## src/hdl/smft_pkg.sv

```systemverilog
// Shared types and constants of the sparse matrix fast transpose block.
// Holds item structs, store entry layouts and the control/status bundles.
// No dependencies.
package smft_pkg;

	// Capacity and dimension limits
	localparam int MAX_TERMS = 63;
	localparam int MAX_DIM   = 64;

	// Field widths
	localparam int ROW_W = 6;
	localparam int COL_W = 6;
	localparam int VAL_W = 32;
	localparam int CFG_W = 7;
	localparam int OUT_W = 7;

	// Derived widths: store index, term count, active column count
	localparam int IDX_W = $clog2(MAX_TERMS);
	localparam int CNT_W = $clog2(MAX_TERMS + 1);
	localparam int DIM_W = $clog2(MAX_DIM + 1);

	// Configuration port
	localparam int PADDR_W   = 3;
	localparam int PDATA_W   = 32;
	localparam int REG_IDX_W = 1;
	localparam logic [REG_IDX_W-1:0] REG_NUM_ROWS = 1'b0;
	localparam logic [REG_IDX_W-1:0] REG_NUM_COLS = 1'b1;
	localparam logic [CFG_W-1:0] NUM_ROWS_RST = 7'd64;
	localparam logic [CFG_W-1:0] NUM_COLS_RST = 7'd64;

	// Input item
	typedef struct packed {
		logic [ROW_W-1:0]        term_row;
		logic [COL_W-1:0]        term_col;
		logic signed [VAL_W-1:0] term_value;
		logic                    no_term;
		logic                    last_term;
	} term_t;

	// Result item
	typedef struct packed {
		logic [OUT_W-1:0]        out_row;
		logic [OUT_W-1:0]        out_col;
		logic signed [VAL_W-1:0] out_value;
		logic                    is_header;
		logic                    overflow;
		logic                    last_result;
	} res_t;

	// Term store entry: rank is the term's place within its column
	typedef struct packed {
		logic [ROW_W-1:0] row;
		logic [COL_W-1:0] col;
		logic [CNT_W-1:0] rank;
		logic [VAL_W-1:0] value;
	} ent_t;

	// Output buffer entry, already in transposed order
	typedef struct packed {
		logic [COL_W-1:0] col;
		logic [ROW_W-1:0] row;
		logic [VAL_W-1:0] value;
	} obuf_t;

	// Controller to datapath
	typedef struct packed {
		logic term_ready;
		logic pass_init;
		logic pfx_run;
		logic pl_run;
		logic hdr_load;
		logic emit_run;
		logic clr_run;
		logic clr_restart;
		logic mat_reset;
	} cmd_t;

	// Datapath to controller
	typedef struct packed {
		logic term_last;
		logic pfx_done;
		logic pl_done;
		logic slot_free;
		logic last_taken;
		logic clr_done;
	} sts_t;

endpackage

```

## src/hdl/smft_regs.sv

```systemverilog
// Configuration registers (num_rows, num_cols) behind an APB-style port.
// Depends on smft_pkg.
module smft_regs import smft_pkg::*; (
	input  logic               clk,
	input  logic               arst_n,
	input  logic               psel,
	input  logic               penable,
	input  logic               pwrite,
	input  logic [PADDR_W-1:0] paddr,
	input  logic [PDATA_W-1:0] pwdata,
	output logic [PDATA_W-1:0] prdata,
	output logic               pready,
	output logic [CFG_W-1:0]   num_rows,
	output logic [CFG_W-1:0]   num_cols
);

	logic                 wr_en;
	logic [REG_IDX_W-1:0] reg_idx;
	logic [CFG_W-1:0]     num_rows_q;
	logic [CFG_W-1:0]     num_cols_q;

	assign pready  = 1'b1;
	assign wr_en   = psel & penable & pwrite;
	assign reg_idx = paddr[PADDR_W-1:2];

	// Write on the access cycle
	always_ff @(posedge clk or negedge arst_n) begin
		if (!arst_n) begin
			num_rows_q <= NUM_ROWS_RST;
			num_cols_q <= NUM_COLS_RST;
		end else if (wr_en) begin
			case (reg_idx)
				REG_NUM_ROWS: begin
					num_rows_q <= pwdata[CFG_W-1:0];
				end
				REG_NUM_COLS: begin
					num_cols_q <= pwdata[CFG_W-1:0];
				end
				default: begin
				end
			endcase
		end
	end

	// Read back
	always_comb begin
		case (reg_idx)
			REG_NUM_ROWS: prdata = PDATA_W'(num_rows_q);
			REG_NUM_COLS: prdata = PDATA_W'(num_cols_q);
			default:      prdata = '0;
		endcase
	end

	assign num_rows = num_rows_q;
	assign num_cols = num_cols_q;

endmodule

```

## config.mk

```make
export PLATFORM = sky130hd
export DESIGN_NAME = smft_regs
export DESIGN_NICKNAME = d
export VERILOG_FILES = /design/src/hdl/smft_pkg.sv /design/src/hdl/smft_regs.sv
export SDC_FILE = /design/constraint.sdc
export NUM_CORES = 1
export LEC_CHECK = 0
export BUFFER_PORTS_ARGS = -buffer_cell sky130_fd_sc_hd__buf_4
export CORE_MARGIN = 2
export CORE_UTILIZATION = 37
export DETAILED_ROUTE_END_ITERATION = 6
export GPL_TIMING_DRIVEN = 0
export HOLD_SLACK_MARGIN = 0.06
export PLACE_DENSITY = 0.91
export SYNTH_ARGS = -nofsm -noshare
export SYNTH_HDL_FRONTEND = slang
export SYNTH_SLANG_ARGS = --single-unit
export TNS_END_PERCENT = 5
```

## constraint.sdc

```tcl
create_clock -name clk -period 1.5 [get_ports clk]
set_clock_uncertainty 0.1 [all_clocks]
set_input_delay 0.225 -clock clk [delete_from_list [all_inputs] [get_ports clk]]
set_output_delay 0.225 -clock clk [all_outputs]
set_load 0.03 [all_outputs]
```

==> results of run 1 <==
[area by class of cell]
cell class | count | area share
multi-input cells | 49 | 0.298
flip-flops and latches | 14 | 0.284
clock buffers | 4 | 0.0212
well taps | 28 | 0.0282
plain buffers | 27 | 0.166
repair buffers | 33 | 0.202
[worst max-delay path, stage by stage, from the launching register on]
cell and delay, ps:
dfrtp_1 400, mux2_2 270, buf_4 170
[Yosys cell counts]
cell	number
buf_6	1
dfstp_2	2
nand4b_4	1
nand4_2	1
mux2_2	21
dfrtp_1	12
buf_4	26
conb_1	2
[how the worst max path moves through the flow]
stage / startpoint / to / slack [ps] / depth (start not counted)
floorplan: num_cols[6] / prdata[6] / 290 / 1
global placement: paddr[2] / num_cols[3] / 300 / 3
detailed placement: paddr[2] / num_cols[3] / 290 / 3
CTS: num_cols[6] / prdata[6] / 60 / 2
global route: num_rows[2] / prdata[2] / 6 / 2
finish: num_rows[3] / prdata[3] / 70 / 2
[cells by family after synthesis]
group / count (synthesis)
flops: 14
buf+inv: 27
mux: 21
other cells: 2
simple gates: 2
[per-stage QoR]
step	setup slack, ps	instances
3_3_place_gp	298	150
5_1_grt	5.80	155
6_report	72.2	155
2_1_floorplan	290	90
4_1_cts	58.3	155
3_5_place_dp	291	150
[power by group through the flow]
| stage | clock [mW] | sequential (mW) | combinational [mW] |
|---|---|---|---|
| 6_report | 0.212 | 0.528 | 0.794 |
| 5_1_grt | 0.258 | 0.545 | 0.836 |
| 4_1_cts | 0.222 | 0.531 | 0.798 |
| 3_5_place_dp | 0 | 0.538 | 0.795 |
| 3_3_place_gp | 0 | 0.527 | 0.790 |
| 2_1_floorplan | 0 | 0.697 | 0.371 |
[layer usage]
| metal | vias up | share of wire | GRT usage |
|---|---|---|---|
| met3 | 0 | 0.10 | 0.0316 |
| met5 | - | 0 | 0 |
| met2 | 34 | 0.52 | 0.212 |
| met1 | 275 | 0.38 | 0.148 |
| met4 | 0 | 0 | 0.0395 |
| li1 | 293 | - | - |
[state kept, by name, summed over array words and instances, names as in the netlist]
signal    flops
num_cols      7
num_rows      7
==> flow_summary.toml, run 1 <==
[logic_synthesis]
synth_compound_area_frac = 0
synth-warning-count = 0
yosysTopAreaCell = "dfrtp_1"
synth_cell_types = 8
synth-simple-area-share = 0.0432
syn-cell-area_um2 = 840
synth_cells = 66
synthAdderAreaFrac = 0
synth_seq_cells = 14
synth_xor_area_frac = 0
synth_top_family_by_area = "multiplexers"
syn_area_per_cell_um2 = 12.7
synth_top_area_share = 0.358
synth-seq-area-share = 0.420
synthMuxAreaShare = 0.282
synth_area_leaders = "dfrtp_1 36%, mux2_2 28%, buf_4 23%, dfstp_2 6.3%, nand4b_4 2.8%"

[power_and_ir_drop]
power_density_nw_per_um2 = 1240
p_leak_nw = 0.683
seq_power_share = 0.344
ir_drop_mv = 0.567
clockPowerShare = 0.138
power_frac_comb = 0.517
intPower_mw = 0.902
switching_share = 0.412
switchingPower_mw = 0.632
power_mw = 1.53

[sta]
fmax_ghz = 0.700
slew_viol_final = 0
setup_tns_ps = 0
period_share = 0.952
setup_violations = 0
rsz0062_at_grt = "false"
finalHoldViolations = 0
hold_ws_ps = 91.4
finalCriticalPeriod_ps = 1430

[routing]
wl_per_cell_um = 10.2
dr_total_vias = 602
via_per_inst = 3.88
drc = 0
dr.pass1.iters = 2
drtIter0Drc = 2
postRouteAntennaNets = 0
wirelength_mm = 1.58

[floorplanning]
die_h_um = 51.6
dieArea_um2 = 2670
io-pin-count = 87
initial_utilization = 0.387
core_area_um2 = 2170
placementRows = 17
die_w_um = 51.6

[finish]
final_cell_mix = "58 x buf_4, 26 x conb_1, 21 x mux2_2"
final_common_cell = "buf_4"
utilization = 0.572
drive_gt1_frac = 0.685
syn2layout_area_growth_pct = 47.8
finalInstanceArea_um2 = 1240
multi_input_area_um2 = 370
regArea_um2 = 353
fillers = 193
num_antenna_cells = 0
nets = 168

[critical_path]
required_ps = 1170
r2r_cells = 1
start_kind = "register"
rr_endpoint = "num_rows[5]"
critPathMaxFanout = 3
critical_path_class = "reg -> out"
rrSetupSlack_ps = 620
worstSetupEndpointType = "output port"
reg2reg_from = "num_rows[5]"
arrival_ps = 1100

[clocking]
cts_tree = "yes"
clk_pin_slew_ps = 80
post-cts-setup-buffers = 0
clock-sinks = 14
clock_latency_ps = 270
cts_resized = 0
cts-root-buf = "clkbuf_4"
cts.hold.buffers_added = 1
cts_buffer_depth = 2
cts_max_level = 1
cts_made_buffers = 3

[global_route]
grt_pass1_wl_mm = 2.39
grt_overflow = 0
grt_max_degree = 15
antenna_found_initial = 0
grt_pass1_vias = 525
track_usage = 0.122

[place]
io_buffer_count = 32
gp_routability_congestion = 0.605
dpl-instance-area_um2 = 1200
dpl.hpwl_mm = 1.28

[hold_path]
holdPathStages = 2
worstHoldEndpoint = "num_cols[3]"
hp-start = "pwdata[3]"
hp-class = "in -> reg"

[status]
outcome = "completed"

[job]
cap_violations = 0
Note: power is estimated with default switching activity, not from simulation.
==> inputs of run 2 (changes only) <==
==> constraint.sdc (replaced) <==
create_clock -name clk -period 1.5 [get_ports clk]
set_clock_uncertainty 0.1 [all_clocks]
set_input_delay 0.225 -clock clk [delete_from_list [all_inputs] [get_ports clk]]
set_output_delay 0.225 -clock clk [all_outputs]
set_load 0.1 [all_outputs]
==> run 2 against run 1 <==
  * The run now ends with setup timing left
  * Non-clock buffer count unchanged
  * Sequential power increased by 4.2%
  * Hold slack got worse by 1.1 ps
  * Worst setup slack got worse by 120 ps
  * First-iteration DRC count increased to 3.0 times the previous value
  * Global-route usage increased by 1.7 points
  * Largest power group unchanged
==> flow_summary.toml, run 2 (synthesis results as in run 1) <==
[clocking]
clock_latency_ps = 270
cts_made_buffers = 3
cts_tree = "yes"
cts_buffer_depth = 2
clk_pin_slew_ps = 80
clock-sinks = 14
post-cts-setup-buffers = 0
cts-root-buf = "clkbuf_4"
cts_max_level = 1

[finish]
final_cell_mix = "51 x buf_4, 26 x conb_1, 20 x mux2_2"
final_common_cell = "buf_4"
num_antenna_cells = 0
drive_gt1_frac = 0.787
syn2layout_area_growth_pct = 56.3
fillers = 205
utilization = 0.605
nets = 168

[sta]
setup_violations = 3
finalHoldViolations = 0
rsz0062_at_grt = "true"
fmax_ghz = 0.648
hold_ws_ps = 90.3
finalCriticalPeriod_ps = 1540
period_share = 1.03
finalWorstSetupSlack_ps = -43.6
slew_viol_final = 0

[global_route]
track_usage = 0.139
grt_max_degree = 15
antenna_found_initial = 0
grt_pass1_wl_mm = 2.66
grt_overflow = 0
grt_pass1_vias = 590

[job]
cap_violations = 0

[floorplanning]
core_area_um2 = 2170
initial_utilization = 0.387
placementRows = 17
die_h_um = 51.6
die_w_um = 51.6
dieArea_um2 = 2670
io-pin-count = 87

[status]
failed_checks = "setup timing"
outcome = "finished with violations"

[critical_path]
worstSetupEndpointType = "output port"
critPathMaxFanout = 3
path_buf_inv = 1
required_ps = 1170
arrival_ps = 1220
critical_path_class = "reg -> out"
path_cells = "mux2_4 > buf_12"
start_kind = "register"
cpLargestDelayFamily = "flip-flops"
cpPeakStageDelay_ps = 630
crit_slowest_cell = "dfstp_4"

[routing]
drc = 0
wl_per_cell_um = 11.4
dr_total_vias = 617
postRouteAntennaNets = 0
via_per_inst = 3.98
wirelength_mm = 1.77
drtIter0Drc = 6
dr.pass1.iters = 2

[power_and_ir_drop]
power_mw = 2.59
ir_drop_mv = 1.09
power_density_nw_per_um2 = 1970
p_leak_nw = 0.693

[place]
gp_routability_congestion = 0.642
io_buffer_count = 32
dp_slack_ps = 161
dpl.hpwl_mm = 1.41

[hold_path]
hp-class = "in -> reg"
[run 2: cell count changes in the layout (fill, tap and decap cells not counted), moves of 2 or more]
cell / change
dfstp_4: +2
buf_4: -7
dfrtp_2: +12
dfrtp_1: -12
dfstp_2: -2
buf_6: +6
[run 2: where the power goes]
| part | internal, mW | switching [mW] |
|---|---|---|
| Clock | 0.147 | 0.116 |
| Combinational | 0.382 | 1.39 |
| Sequential | 0.490 | 0.0602 |
| Total | 1.02 | 1.57 |
[run 2: routing by layer]
layer  wire (um)  track usage  vias up
met2        1030        0.286       32
met4          11       0.0658        0
li1            -            -      292
met1         584        0.126      291
met3         144       0.0259        2
met5           0            0        -
[run 2: layout make-up]
type                       instances  area (um^2)  share of cell area
clock buffer                       4         36.3              0.0276
sequential                        14          375               0.286
timing repair buffer              33          285               0.217
buffer                            27          206               0.157
tap                               28         35.0              0.0267
multi-input combinational         49          374               0.285
[run 2: final timing paths]
| path | cells after the start | startpoint | end | slack (ps) |
|---|---|---|---|---|
| worst max-delay path | 2 | num_rows[6] | prdata[6] | -40 |
| worst min-delay path | 2 | pwdata[0] | num_cols[0] | 90 |
| worst max register to register | 1 | num_rows[6] | num_rows[6] | 580 |
| worst min register to register | 1 | num_cols[2] | num_cols[2] | 430 |
| max in group asynchronous | 2 | arst_n | num_rows[6] | 840 |
| min in group asynchronous | 2 | arst_n | num_cols[0] | 230 |
[run 2: through the flow]
| stage | cell area (um^2) | setup TNS (ps) | instances |
|---|---|---|---|
| after floorplan | 956 | -528 | 90 |
| after global placement | 1230 | 0 | 150 |
| after detailed placement | 1230 | 0 | 150 |
| after CTS | 1310 | -99.8 | 155 |
| after global routing | 1310 | -252 | 155 |
| final | 1310 | -60.3 | 155 |
[run 2: what timing repair did]
item	4_1_cts	5_1_grt
resized for setup	9	0
cloned	0	0
hold buffers	1	0
endpoints found under the hold margin	14	0
endpoints found under the setup margin	9	9
