`src/hdl/smft_pkg.sv`:
```
// Shared types and constants of the sparse matrix fast transpose block.
// Holds item structs, store entry layouts and the control/status bundles.
// No dependencies.
package smft_pkg;

	// Capacity and dimension limits
	localparam int MAX_TERMS = 63;
	localparam int MAX_DIM   = 64;

	// Field widths
	localparam int ROW_W = 6;
	localparam int COL_W = 6;
	localparam int VAL_W = 32;
	localparam int CFG_W = 7;
	localparam int OUT_W = 7;

	// Derived widths: store index, term count, active column count
	localparam int IDX_W = $clog2(MAX_TERMS);
	localparam int CNT_W = $clog2(MAX_TERMS + 1);
	localparam int DIM_W = $clog2(MAX_DIM + 1);

	// Configuration port
	localparam int PADDR_W   = 3;
	localparam int PDATA_W   = 32;
	localparam int REG_IDX_W = 1;
	localparam logic [REG_IDX_W-1:0] REG_NUM_ROWS = 1'b0;
	localparam logic [REG_IDX_W-1:0] REG_NUM_COLS = 1'b1;
	localparam logic [CFG_W-1:0] NUM_ROWS_RST = 7'd64;
	localparam logic [CFG_W-1:0] NUM_COLS_RST = 7'd64;

	// Input item
	typedef struct packed {
		logic [ROW_W-1:0]        term_row;
		logic [COL_W-1:0]        term_col;
		logic signed [VAL_W-1:0] term_value;
		logic                    no_term;
		logic                    last_term;
	} term_t;

	// Result item
	typedef struct packed {
		logic [OUT_W-1:0]        out_row;
		logic [OUT_W-1:0]        out_col;
		logic signed [VAL_W-1:0] out_value;
		logic                    is_header;
		logic                    overflow;
		logic                    last_result;
	} res_t;

	// Term store entry: rank is the term's place within its column
	typedef struct packed {
		logic [ROW_W-1:0] row;
		logic [COL_W-1:0] col;
		logic [CNT_W-1:0] rank;
		logic [VAL_W-1:0] value;
	} ent_t;

	// Output buffer entry, already in transposed order
	typedef struct packed {
		logic [COL_W-1:0] col;
		logic [ROW_W-1:0] row;
		logic [VAL_W-1:0] value;
	} obuf_t;

	// Controller to datapath
	typedef struct packed {
		logic term_ready;
		logic pass_init;
		logic pfx_run;
		logic pl_run;
		logic hdr_load;
		logic emit_run;
		logic clr_run;
		logic clr_restart;
		logic mat_reset;
	} cmd_t;

	// Datapath to controller
	typedef struct packed {
		logic term_last;
		logic pfx_done;
		logic pl_done;
		logic slot_free;
		logic last_taken;
		logic clr_done;
	} sts_t;

endpackage

```
`src/hdl/smft_ctrl.sv`:
```
// Controller state machine: clear, load, drain, prefix pass, placement pass, header, emission.
// Depends on smft_pkg.
module smft_ctrl import smft_pkg::*; (
	input  logic clk,
	input  logic arst_n,
	input  sts_t sts,
	output cmd_t cmd
);

	typedef enum logic [6:0] {
		ST_CLEAR  = 7'b0000001,
		ST_LOAD   = 7'b0000010,
		ST_DRAIN  = 7'b0000100,
		ST_PREFIX = 7'b0001000,
		ST_PLACE  = 7'b0010000,
		ST_HEAD   = 7'b0100000,
		ST_EMIT   = 7'b1000000
	} state_t;

	state_t state_q;
	state_t state_d;

	// Next state and commands
	always_comb begin
		state_d = state_q;
		cmd     = '0;
		case (state_q)
			ST_CLEAR: begin
				cmd.clr_run = 1'b1;
				if (sts.clr_done) begin
					state_d = ST_LOAD;
				end
			end
			ST_LOAD: begin
				cmd.term_ready = 1'b1;
				if (sts.term_last) begin
					state_d = ST_DRAIN;
				end
			end
			ST_DRAIN: begin
				cmd.pass_init = 1'b1;
				state_d       = ST_PREFIX;
			end
			ST_PREFIX: begin
				cmd.pfx_run = 1'b1;
				if (sts.pfx_done) begin
					state_d = ST_PLACE;
				end
			end
			ST_PLACE: begin
				cmd.pl_run = 1'b1;
				if (sts.pl_done) begin
					cmd.clr_restart = 1'b1;
					state_d         = ST_HEAD;
				end
			end
			ST_HEAD: begin
				cmd.hdr_load = 1'b1;
				cmd.clr_run  = 1'b1;
				if (sts.slot_free) begin
					state_d = ST_EMIT;
				end
			end
			ST_EMIT: begin
				cmd.emit_run = 1'b1;
				cmd.clr_run  = 1'b1;
				if (sts.last_taken) begin
					cmd.mat_reset = 1'b1;
					state_d       = ST_CLEAR;
				end
			end
			default: begin
				state_d = ST_CLEAR;
			end
		endcase
	end

	always_ff @(posedge clk or negedge arst_n) begin
		if (!arst_n) begin
			state_q <= ST_CLEAR;
		end else begin
			state_q <= state_d;
		end
	end

endmodule

```
`config.mk`:
```
export PLATFORM = sky130hd
export DESIGN_NAME = smft_ctrl
export DESIGN_NICKNAME = d
export VERILOG_FILES = /design/src/hdl/smft_pkg.sv /design/src/hdl/smft_ctrl.sv
export SDC_FILE = /design/constraint.sdc
export NUM_CORES = 1
export LEC_CHECK = 0
export BUFFER_PORTS_ARGS = -buffer_cell sky130_fd_sc_hd__buf_2
export CAP_MARGIN = 20
export CORE_AREA = 2 2 39 41
export CTS_CLUSTER_DIAMETER = 150
export DETAILED_ROUTE_END_ITERATION = 16
export DIE_AREA = 0 0 41 43
export SETUP_SLACK_MARGIN = 0.5
export SLEW_MARGIN = 20
export SYNTH_ARGS = -nofsm -noshare
export SYNTH_HDL_FRONTEND = slang
export SYNTH_SLANG_ARGS = --single-unit
```
`constraint.sdc`:
```
create_clock -name clk -period 4.1 [get_ports clk]
set_input_delay 1.025 -clock clk [delete_from_list [all_inputs] [get_ports clk]]
set_output_delay 1.025 -clock clk [all_outputs]
set_load 0.02 [all_outputs]
```
==> results of run 1 <==
[worst max path at each step]
stage                          start      to
after floorplan           state_q[4]  cmd[8]
after global placement        sts[3]  cmd[1]
after detailed placement      sts[3]  cmd[1]
after CTS                 state_q[5]  cmd[1]
after global routing      state_q[5]  cmd[1]
final                     state_q[5]  cmd[1]
[metrics by stage]
| stage | utilization, % | power (W) | std cells |
|---|---|---|---|
| floorplan | - | 0.0002420 | 59 |
| global placement | 42.95 | 0.0002816 | 88 |
| detailed placement | 42.95 | 0.0002830 | 88 |
| CTS | 44.94 | 0.0003505 | 92 |
| global route | 44.94 | 0.0003733 | 92 |
| finish | 44.94 | 0.0003477 | 92 |
[critical path, cell delays in order, from the launching register on]
cell	delay [ps]
dfrtp_1	490
nor3_1	350
and4b_2	300
and2_1	170
buf_2	180
[cells in the mapped netlist, types with 2 or more instances]
| library cell | count |
|---|---|
| nand2_1 | 3 |
| nor3b_1 | 4 |
| and2_1 | 2 |
| xor2_1 | 2 |
| inv_1 | 5 |
| buf_6 | 2 |
| o21a_1 | 2 |
| nor3_1 | 4 |
| dfrtp_1 | 6 |
| o211ai_1 | 2 |
| nor2_1 | 4 |
| nand2b_1 | 2 |
| o21ai_0 | 4 |
| nor4_1 | 2 |
[kinds of logic after synthesis]
group / after synthesis / synth area share [%]
compound gates: 16 / 24.04
flops: 7 / 33.89
buf+inv: 8 / 8.653
simple gates: 26 / 30.05
xor+xnor: 2 / 3.366
[routing by layer]
| metal | part of all wire [%] | wire length, microns | GRT usage (%) | vias to the layer above |
|---|---|---|---|---|
| li1 | - | - | - | 249 |
| met1 | 42 | 517 | 19.08 | 233 |
| met2 | 51 | 627 | 24.69 | 12 |
| met3 | 4.8 | 59 | 7.853 | 2 |
| met4 | 1.1 | 14 | 6.000 | 0 |
| met5 | 0 | 0 | 0 | - |
[layout make-up]
cell class / instances / share of cell area [%]
repair buffers: 16 / 12.88
multi-input cells: 44 / 48.09
clock buffers: 3 / 3.622
clock inverters: 1 / 0.8048
inverters: 5 / 3.018
well taps: 16 / 3.219
flip-flops and latches: 7 / 28.37
[power by group through the flow]
stage	Sequential (W)	Combinational, W	Clock [W]
floorplan	0.000106	0.000136	0
global placement	0.000114	0.000168	0
detailed placement	0.000114	0.000169	0
CTS	0.000113	0.000170	0.0000675
global route	0.000117	0.000186	0.0000698
finish	0.000113	0.000169	0.0000655
==> flow_summary.ini, run 1 <==
[clocking]
htreeDepth = 1
postCtsSetupBuffers = 0
clkTransAtPathRegs_ps = 60
clkLatencyLatePin_ps = 260
cts_root_buf = clkbuf_4
clkSinkCount = 7
cts-hold-fix-buffers = 0
clock_tree.buffer_depth = 2
cts_tree = done
postCtsResizedCells = 0
cts_buffers = 3

[synthesis]
yosysWarnings = 0
ys_ff_latch = 7
async_flop_share_pct = 100.0
ys_types = 29
seq_area_frac_synth_pct = 33.89
yosys_most_used_dff = dfrtp_1
synth_cells = 59
synth_fp_nets = 67
synth_top_area_share_pct = 28.85
synth_edf_count = 0
synth_area_per_cell_sq_um = 8.822
synth_area_sq_um = 520.5
synth.area.top_cells = dfrtp_1 (29%), nor3b_1 (5.8%), dfstp_2 (5.0%)
synth_top_area_cell = dfrtp_1

[global_routing]
grt_usage_pct = 16.28
grt_max_degree = 12
grt-ovfl-total = 0
antenna_found_initial = 0
grt_pass1_wl_microns = 1883
grt_pass1_vias = 443

[finish]
largest_register = state_q
multi_input_area_sq_um = 299.0
layout-drive-gt1-share_pct = 34.21
final_cell_mix = buf_2 (16), dfrtp_1 (6), inv_1 (5)
area_growth_pct = 19.47
fin_nets = 85
num_antenna_cells = 0
final-seq-area_sq_um = 176.4
fillers = 155
final_area_sq_um = 621.8
largest_reg_flops = 7
top_regs = state_q (7)
mostFrequentLayoutCell = buf_2

[route]
wl_microns = 1218
drt-vias-per-instance = 5.391
detail-route-antenna-nets = 0
via_count = 496
routedWlPerCell_microns = 13.24
dr.pass1.iters = 4
initialDrtViolationCount = 5
drc = 0

[timing]
relSlewSlack_pct = 60.98
min_period_ps = 2764
hold_viol = 0
final_max_slew_viol_count = 0
grt_setup_unrepaired = false
tightest_slew_ps = 576.3
hold_slack_ps = 594.6
setup_viol = 0
fmax_ghz = 0.3617
tns_ps = 0
finalCritPeriodShare_pct = 67.42
fin_ws_ps = 1336
clock_skew_ps = 1.868

[die]
ios = 17
start_util_pct = 37.61
die_x_microns = 41
die-area_sq_um = 1763
coreArea_sq_um = 1384
fp.dieH_microns = 43
rows = 14

[power]
pwr-share-comb_pct = 48.6
power.leakage_nw = 0.3242
p_switching_w = 0.0001507
seq_power_share_pct = 32.6
cellInternalPower_w = 0.0001970
netSwitchingFraction_pct = 43.35
p_clk_share_pct = 18.9
ir_worst_vdd_mv = 0.2546
p_per_area_nw_per_um2 = 559.2

[critical_path]
r2r_start = state_q[1]
crit_type = reg -> out
cp_max_fo = 10
cp-end-kind = output pin
crit_required_ps = 3070
crit_arrival_ps = 1740
r2r_setup_slack_ps = 2270
crit-reg2reg-capture = state_q[6]
rr_worst_depth = 4
crit_path_start_kind = flip-flop

[place]
placed_cell_area_sq_um = 594.3
port_buffers = 16
dp_hpwl_microns = 928.4
pre_cts_ws_ps = 1610
gp_congestion = 0.7038

[min_path]
min_path_type = in -> async

[run_status]
status = complete, no violations

[job]
drv_cap = 0
No activity file was read; power rests on OpenSTA's default activity.
==> inputs of run 2 (changes only) <==
--- a/config.mk
+++ b/config.mk
@@ -5,12 +5,14 @@
 export SDC_FILE = /design/constraint.sdc
 export NUM_CORES = 1
 export LEC_CHECK = 0
+export ABC_AREA = 1
 export BUFFER_PORTS_ARGS = -buffer_cell sky130_fd_sc_hd__buf_2
 export CAP_MARGIN = 20
 export CORE_AREA = 2 2 39 41
 export CTS_CLUSTER_DIAMETER = 150
 export DETAILED_ROUTE_END_ITERATION = 16
 export DIE_AREA = 0 0 41 43
+export PLACE_DENSITY = 0.65
 export SETUP_SLACK_MARGIN = 0.5
 export SLEW_MARGIN = 20
 export SYNTH_ARGS = -nofsm -noshare
==> constraint.sdc (replaced) <==
create_clock -name clk -period 2.57 [get_ports clk]
set_input_delay 0.6425 -clock clk [delete_from_list [all_inputs] [get_ports clk]]
set_output_delay 0.6425 -clock clk [all_outputs]
set_load 0.02 [all_outputs]
==> run 2 against run 1 <==
Against the previous run:
- utilization grew 9.8 points
- first-iteration DRC count unchanged
- global-route usage increased by 0.15 points
- setup slack lost 820 ps
- critical path depth grew 3
- clock skew is 4.0 ps higher
- worst hold slack got worse by 380 ps
- synthesized cell count up 31%
- non-clock buffer count rose by 6
- design area is 22% higher
- routed wire length down 2.8%
- area after synthesis increased by 2.9%
- critical endpoint is now cmd[2]
- largest power group unchanged
- highest routed layer is now met3
==> flow_summary.ini, run 2 <==
[power]
ir_worst_vdd_mv = 0.3322
cellInternalPower_w = 0.0004138
netSwitchingFraction_pct = 43.70
seq_power_share_pct = 24.1
p_per_area_nw_per_um2 = 970.8
power.leakage_nw = 0.4402
p_switching_w = 0.0003211
p_clk_share_pct = 13.2
pwr-share-comb_pct = 62.7

[critical_path]
crit_start = state_q[1]
cp_max_fo = 4
cp_slowest_stage_delay_ps = 420
crit_path_start_kind = flip-flop
cp_num_buf_inv = 2
r2r_start = state_q[1]
critPathSlowestCell = dfrtp_2
cp-end-kind = output pin
crit_required_ps = 1930
cp_cell_sequence = nor2_4, nand2_4, buf_12, nor2_4, nor2_2, nand2_1, buf_6
crit_type = reg -> out
crit_arrival_ps = 1410
cpMostUsedCell = nor2_4
critPathTopFamily = simple AND/OR/NAND/NOR gates
r2r_setup_slack_ps = 1080

[finish]
final_cell_mix = nand2_1 (18), buf_2 (15), nor2_1 (11)
largest_register = state_q
fin_cells = 119
mostFrequentLayoutCell = nand2_1
fin_nets = 112
area_growth_pct = 41.36
top_regs = state_q (7)
num_antenna_cells = 0
layout-drive-gt1-share_pct = 51.46
largest_reg_flops = 7
fillers = 139

[clocking]
clkSinkCount = 7
clock_tree.buffer_depth = 2
htreeDepth = 1
cts_tree = done
clkLatencyLatePin_ps = 250
cts_root_buf = clkbuf_4
cts_buffers = 3
cts-hold-fix-buffers = 0
clkTransAtPathRegs_ps = 50

[place]
gp_congestion = 0.8288
placedCellCount = 109
dp_hpwl_microns = 914
port_buffers = 16

[synthesis]
synth_edf_count = 0
synth_cells = 77
async_flop_share_pct = 100.0
synth_top_area_cell = dfrtp_1
synth_top_area_share_pct = 28.04
yosys-top-cells-count = nand2_1 (18), nor2_1 (13), inv_1 (9)
ys_ff_latch = 7
ys_types = 16
synth.area.top_cells = dfrtp_1 (28%), nand2_1 (13%), nor2_4 (13%)
synth_area_sq_um = 535.5
synth_most_common_cell = nand2_1
yosysWarnings = 0
synth_area_per_cell_sq_um = 6.955
synth_fp_nets = 85
seq_area_frac_synth_pct = 32.94
yosys_most_used_dff = dfrtp_1

[timing]
min_period_ps = 2052
final_max_slew_viol_count = 0
hold_slack_ps = 216.1
fmax_ghz = 0.4874
hold_viol = 0
tns_ps = 0
clock_skew_ps = 5.867
relSlewSlack_pct = 87.13
tightest_slew_ps = 191.0
setup_viol = 0
finalCritPeriodShare_pct = 79.83
grt_setup_unrepaired = true

[route]
routedWlPerCell_microns = 9.950
wl_microns = 1184
drt-vias-per-instance = 4.504
via_count = 536
drc = 0
detail-route-antenna-nets = 0
dr.pass1.iters = 4
initialDrtViolationCount = 5

[die]
rows = 14
die-area_sq_um = 1763
coreArea_sq_um = 1384
start_util_pct = 38.70
fp.dieH_microns = 43
ios = 17
die_x_microns = 41

[global_routing]
grt_util_met2_pct = 24.69
antenna_found_initial = 0
grt_pass1_vias = 491
grt_busiest_layer = met2
grt_usage_pct = 16.43
grt_max_degree = 8
grt_pass1_wl_microns = 1890
use_met1_pct = 19.60
met3_usage_pct = 3.141
grt-ovfl-total = 0

[job]
drv_cap = 0

[min_path]
min_path_type = in -> async

[run_status]
status = complete, no violations
-- run 2: cell types whose count changed in the layout (fill, tap and decap cells not counted), moves of 3 or more --
cell,before,now
nor2_1,4,11
nand2_2,0,4
nor3_1,4,0
nand3_1,1,4
nor2_4,0,7
nand2_1,3,18
buf_4,0,5
nor3b_1,4,0
inv_1,5,8
inv_2,0,6
-- run 2: final cells by class --
| cell class | instances | area [sq um] | area share, % |
|---|---|---|---|
| well taps | 16 | 20.02 | 2.645 |
| repair buffers | 22 | 143.9 | 19.01 |
| multi-input cells | 55 | 329.1 | 43.47 |
| flip-flops and latches | 7 | 178.9 | 23.64 |
| clock buffers | 4 | 26.28 | 3.471 |
| inverters | 15 | 58.81 | 7.769 |
-- run 2: final timing paths --
check	end	cells after the start
worst max register to register	state_q[1]	10
worst max-delay path	cmd[2]	7
worst min-delay path	state_q[1]	1
min in group clk	state_q[0]	4
max in group asynchronous	state_q[0]	1
worst min register to register	state_q[0]	4
-- run 2: cell families (layout without fill, tap and decap cells) --
group	after synthesis	after routing	share of synthesized area, %
AND/OR/NAND/NOR	53	53	54.67
buffers and inverters	15	41	10.51
flip-flops	7	7	32.94
AO/OA/AOI/OAI	2	2	1.869
-- run 2: through the flow --
stage,power (W),util [%],setup WS (ps),cell area (sq um)
floorplan,0.0004208,-,774.1,535.5
global placement,0.0004829,45.93,716.9,635.6
detailed placement,0.0004885,45.93,672.6,635.6
CTS,0.0006102,48.73,505.7,674.4
global route,0.0007844,54.70,449.5,757.0
finish,0.0007349,54.70,518.5,757.0
-- run 2: power groups by stage --
stage	registers (W)	clock network [W]	logic, W
4_1_cts	0.000176	0.0000984	0.000335
3_5_place_dp	0.000177	0	0.000312
5_1_grt	0.000181	0.000102	0.000501
3_3_place_gp	0.000175	0	0.000308
2_1_floorplan	0.000172	0	0.000248
6_report	0.000177	0.0000968	0.000461
-- run 2: worst reg2reg max path: stages (launching register included) --
cell,delay [ps]
dfrtp_2,420
nor2_4,160
nand2_4,100
buf_12,130
nor2_4,140
buf_4,130
nand2_2,40
nand2_2,80
nor2_4,50
nand3b_1,80
nand2_1,50
-- run 2: what timing repair did --
| item | CTS | global route |
|---|---|---|
| gates cloned | 0 | 0 |
| buffers inserted | 1 | 5 |
| pin swaps | 2 | 5 |
| gates resized for setup | 1 | 11 |
| setup endpoints to repair | 1 | 2 |
-- run 2: per-layer routing --
layer | part of all wire, % | up-vias
met2 | 53 | 8
li1 | - | 283
met3 | 3.0 | 0
met5 | 0 | -
met1 | 44 | 245
met4 | 0 | 0
